[src/rtl/core/mfo_ram.sv]
`timescale 1ns / 1ps
module mfo_ram #(
  parameter int WIDTH = 8,
  parameter int DEPTH = 16
) (
  input  logic                             clk,
  input  logic                             we,
  input  logic [(DEPTH>1?$clog2(DEPTH):1)-1:0] waddr,
  input  logic [WIDTH-1:0]                 wdata,
  input  logic [(DEPTH>1?$clog2(DEPTH):1)-1:0] raddr,
  output logic [WIDTH-1:0]                 rdata
);
  logic [WIDTH-1:0] mem [DEPTH];

  always_ff @(posedge clk) begin
    if (we) begin
      mem[waddr] <= wdata;
    end
    rdata <= mem[raddr];
  end
endmodule

[config.mk]
export PLATFORM = sky130hd
export DESIGN_NAME = mfo_ram
export DESIGN_NICKNAME = d
export VERILOG_FILES = /design/src/rtl/core/mfo_ram.sv
export SDC_FILE = /design/constraint.sdc
export NUM_CORES = 1
export LEC_CHECK = 0
export BUFFER_PORTS_ARGS = -buffer_cell sky130_fd_sc_hd__buf_2
export CORE_MARGIN = 2
export CORE_UTILIZATION = 58
export DETAILED_ROUTE_END_ITERATION = 10
export MAX_ROUTING_LAYER = met4
export PLACE_DENSITY = 0.86
export SLEW_MARGIN = 20
export SYNTH_ARGS = -nofsm -noshare
export SYNTH_HDL_FRONTEND = slang
export SYNTH_SLANG_ARGS = --single-unit
[constraint.sdc]
create_clock -name clk -period 2.41 [get_ports clk]
set_input_delay 0.482 -clock clk [delete_from_list [all_inputs] [get_ports clk]]
set_output_delay 0.482 -clock clk [all_outputs]
set_load 0.05 [all_outputs]
==> results_dict.tcl <==
set metrics [dict create \
    status "complete, no violations" \
    clkLatencyLatePin_ns 0.52 \
    timing.slew.headroom 0.569 \
    hold_ws_ns 0.348 \
    crit_family "flip-flops" \
    syn-num-nets 247 \
    seq_area_frac_synth 0.778 \
    stdcell_area_um2 6130 \
    place.gp.congestion 0.771 \
    slowest_stage "dfxtp_1" \
    min_period_ns 1.57 \
    power_leakage_uw 0.00212 \
    row_count 34 \
    synth_compound_area_frac 0.0233 \
    globalRouteTotalUtil 0.230 \
    use_met1 0.296 \
    route.detailed.wl_per_inst_um 24.7 \
    finalSetupTns_ns 0 \
    final_cell_mix "edfxtp_1, buf_2, buf_4" \
    dr.pass1.iters 4 \
    pin_count 26 \
    critPathLaunchType "register" \
    grt_pass1_wl_um 15100 \
    area_delta_synth_final_pct 19.0 \
    tightest_slew_ns 0.644 \
    dp_hpwl_um 5980 \
    finClkSkew_ns 0.00883 \
    cts_buffer_depth 2 \
    required_ns 1.93 \
    drv_cap 0 \
    cts_tree "built" \
    finalSetupViolations 0 \
    synth_xor_area_frac 0 \
    synth_area_um2 5150 \
    postSynthCellCount 229 \
    synth.distinct_cells 19 \
    crit_buf_inv 1 \
    initial_core_util 0.593 \
    drtAntennaViolNets 0 \
    clk_pin_slew_worst_paths_ns 0.06 \
    cpPeakStageDelay_ns 0.32 \
    syn_area_per_cell_um2 22.5 \
    drive_gt1_frac 0.320 \
    cp_cell_sequence "buf_2" \
    port_buffers 25 \
    place_area_um2 5490 \
    die-width_um 98.2 \
    postCtsResizedCells 0 \
    muxShareOfSynthArea 0.150 \
    first_global_vias 2539 \
    via_count 2519 \
    fmax_ghz 0.635 \
    antenna_found_initial 0 \
    clock_sinks 136 \
    synthAdderAreaFrac 0 \
    nets 302 \
    p_per_area_nw_per_um2 929 \
    busiest_layer "met2" \
    cts_inserted_buffers 17 \
    hold_class "in -> reg" \
    dieArea_um2 9640 \
    use_met2 0.361 \
    ys_ff_latch 136 \
    synthSimpleGateAreaFrac 0.0318 \
    cts_setup_buffers 0 \
    cts_root_buf "clkbuf_8" \
    critPathKind "reg -> out" \
    postCtsHoldBufs 0 \
    report.final.slew_viol_count 0 \
    wirelength_um 10000 \
    hold_viol_final 0 \
    grt_max_degree 22 \
    first_iter_violations 229 \
    min_period_over_period 0.653 \
    yosysWarnings 0 \
    vias_per_cell 6.22 \
    diodes 0 \
    end_kind "output port" \
    power_uw 5690 \
    rsz0062_at_grt "false" \
    crit_fanout 1 \
    grt_use_met3 0.0608 \
    drc 0 \
    regToRegSetupSlack_ns 0.95 \
    ir_drop_mv 0.784 \
    synth_top_family_by_area "multiplexers" \
    overflow 0 \
    cp_data_arrival_time_ns 1.09 \
    ctsHtreeMaxLevel 4 \
    final_common_cell "edfxtp_1" \
    core_area_um2 8680 \
    die_height_um 98.2 \
]
-- cell families (layout without fill, tap and decap cells) --
kind of cell	after synthesis	count (layout)
AO/OA/AOI/OAI	16	16
buffers and inverters	10	78
flip-flops	136	136
multiplexers	32	32
AND/OR/NAND/NOR	35	35
-- layer usage --
| layer | share of wire | routed length [um] |
|---|---|---|
| met4 | 0.023 | 227 |
| met1 | 0.41 | 4090 |
| met3 | 0.051 | 506 |
| met5 | 0 | 0 |
| met2 | 0.52 | 5200 |
-- state kept, by name, summed over array words and instances, names as in the netlist --
register,count
mem,128
rdata,8
-- worst paths after layout --
check | start | end | cells past startpoint
hold reg to reg | mem[15][3] | rdata[3] | 3
hold / removal | wdata[6] | mem[5][6] | 1
setup / recovery | rdata[4] | rdata[4] | 1
setup reg to reg | mem[0][0] | rdata[0] | 3
-- synthesized netlist by cell type --
cell type        instances  share of area
nor2_1                  13         0.0095
dfxtp_1                  8          0.031
nand2_1                  9         0.0066
mux4_2                  18          0.079
buf_4                    1         0.0015
buf_2                    3         0.0029
nand3b_1                 2         0.0029
a22oi_1                 16          0.023
nor3_1                   4         0.0039
edfxtp_1               128           0.75
mux4_1                  14          0.071
nor2b_1                  1         0.0012
or3b_2                   1         0.0017
and2b_1                  1         0.0015
buf_6                    3         0.0066
nand2b_1                 2         0.0024
and2_1                   1         0.0012
clkdlybuf4s25_2          3         0.0058
nand3_1                  1        0.00097
-- metrics by stage --
| stage | util | setup slack [ns] | std cells |
|---|---|---|---|
| after floorplan | - | 0.435 | 229 |
| after global placement | 0.633 | 0.434 | 373 |
| after detailed placement | 0.633 | 0.410 | 373 |
| after CTS | 0.706 | 0.803 | 405 |
| after global routing | 0.706 | 0.791 | 405 |
| final | 0.706 | 0.836 | 405 |
-- report_power, final --
| part | internal (uW) | switching (uW) |
|---|---|---|
| combinational | 106 | 191 |
| clock | 1810 | 921 |
| sequential | 2640 | 14.7 |
-- layout make-up --
class | count | area [um2]
sequential | 136 | 4000
fill | 524 | 2550
multi-input combinational | 83 | 1060
clock buffer | 20 | 435
timing repair buffer | 46 | 295
clock inverter | 12 | 199
tap | 108 | 135
No activity file was read; power rests on OpenSTA's default activity.
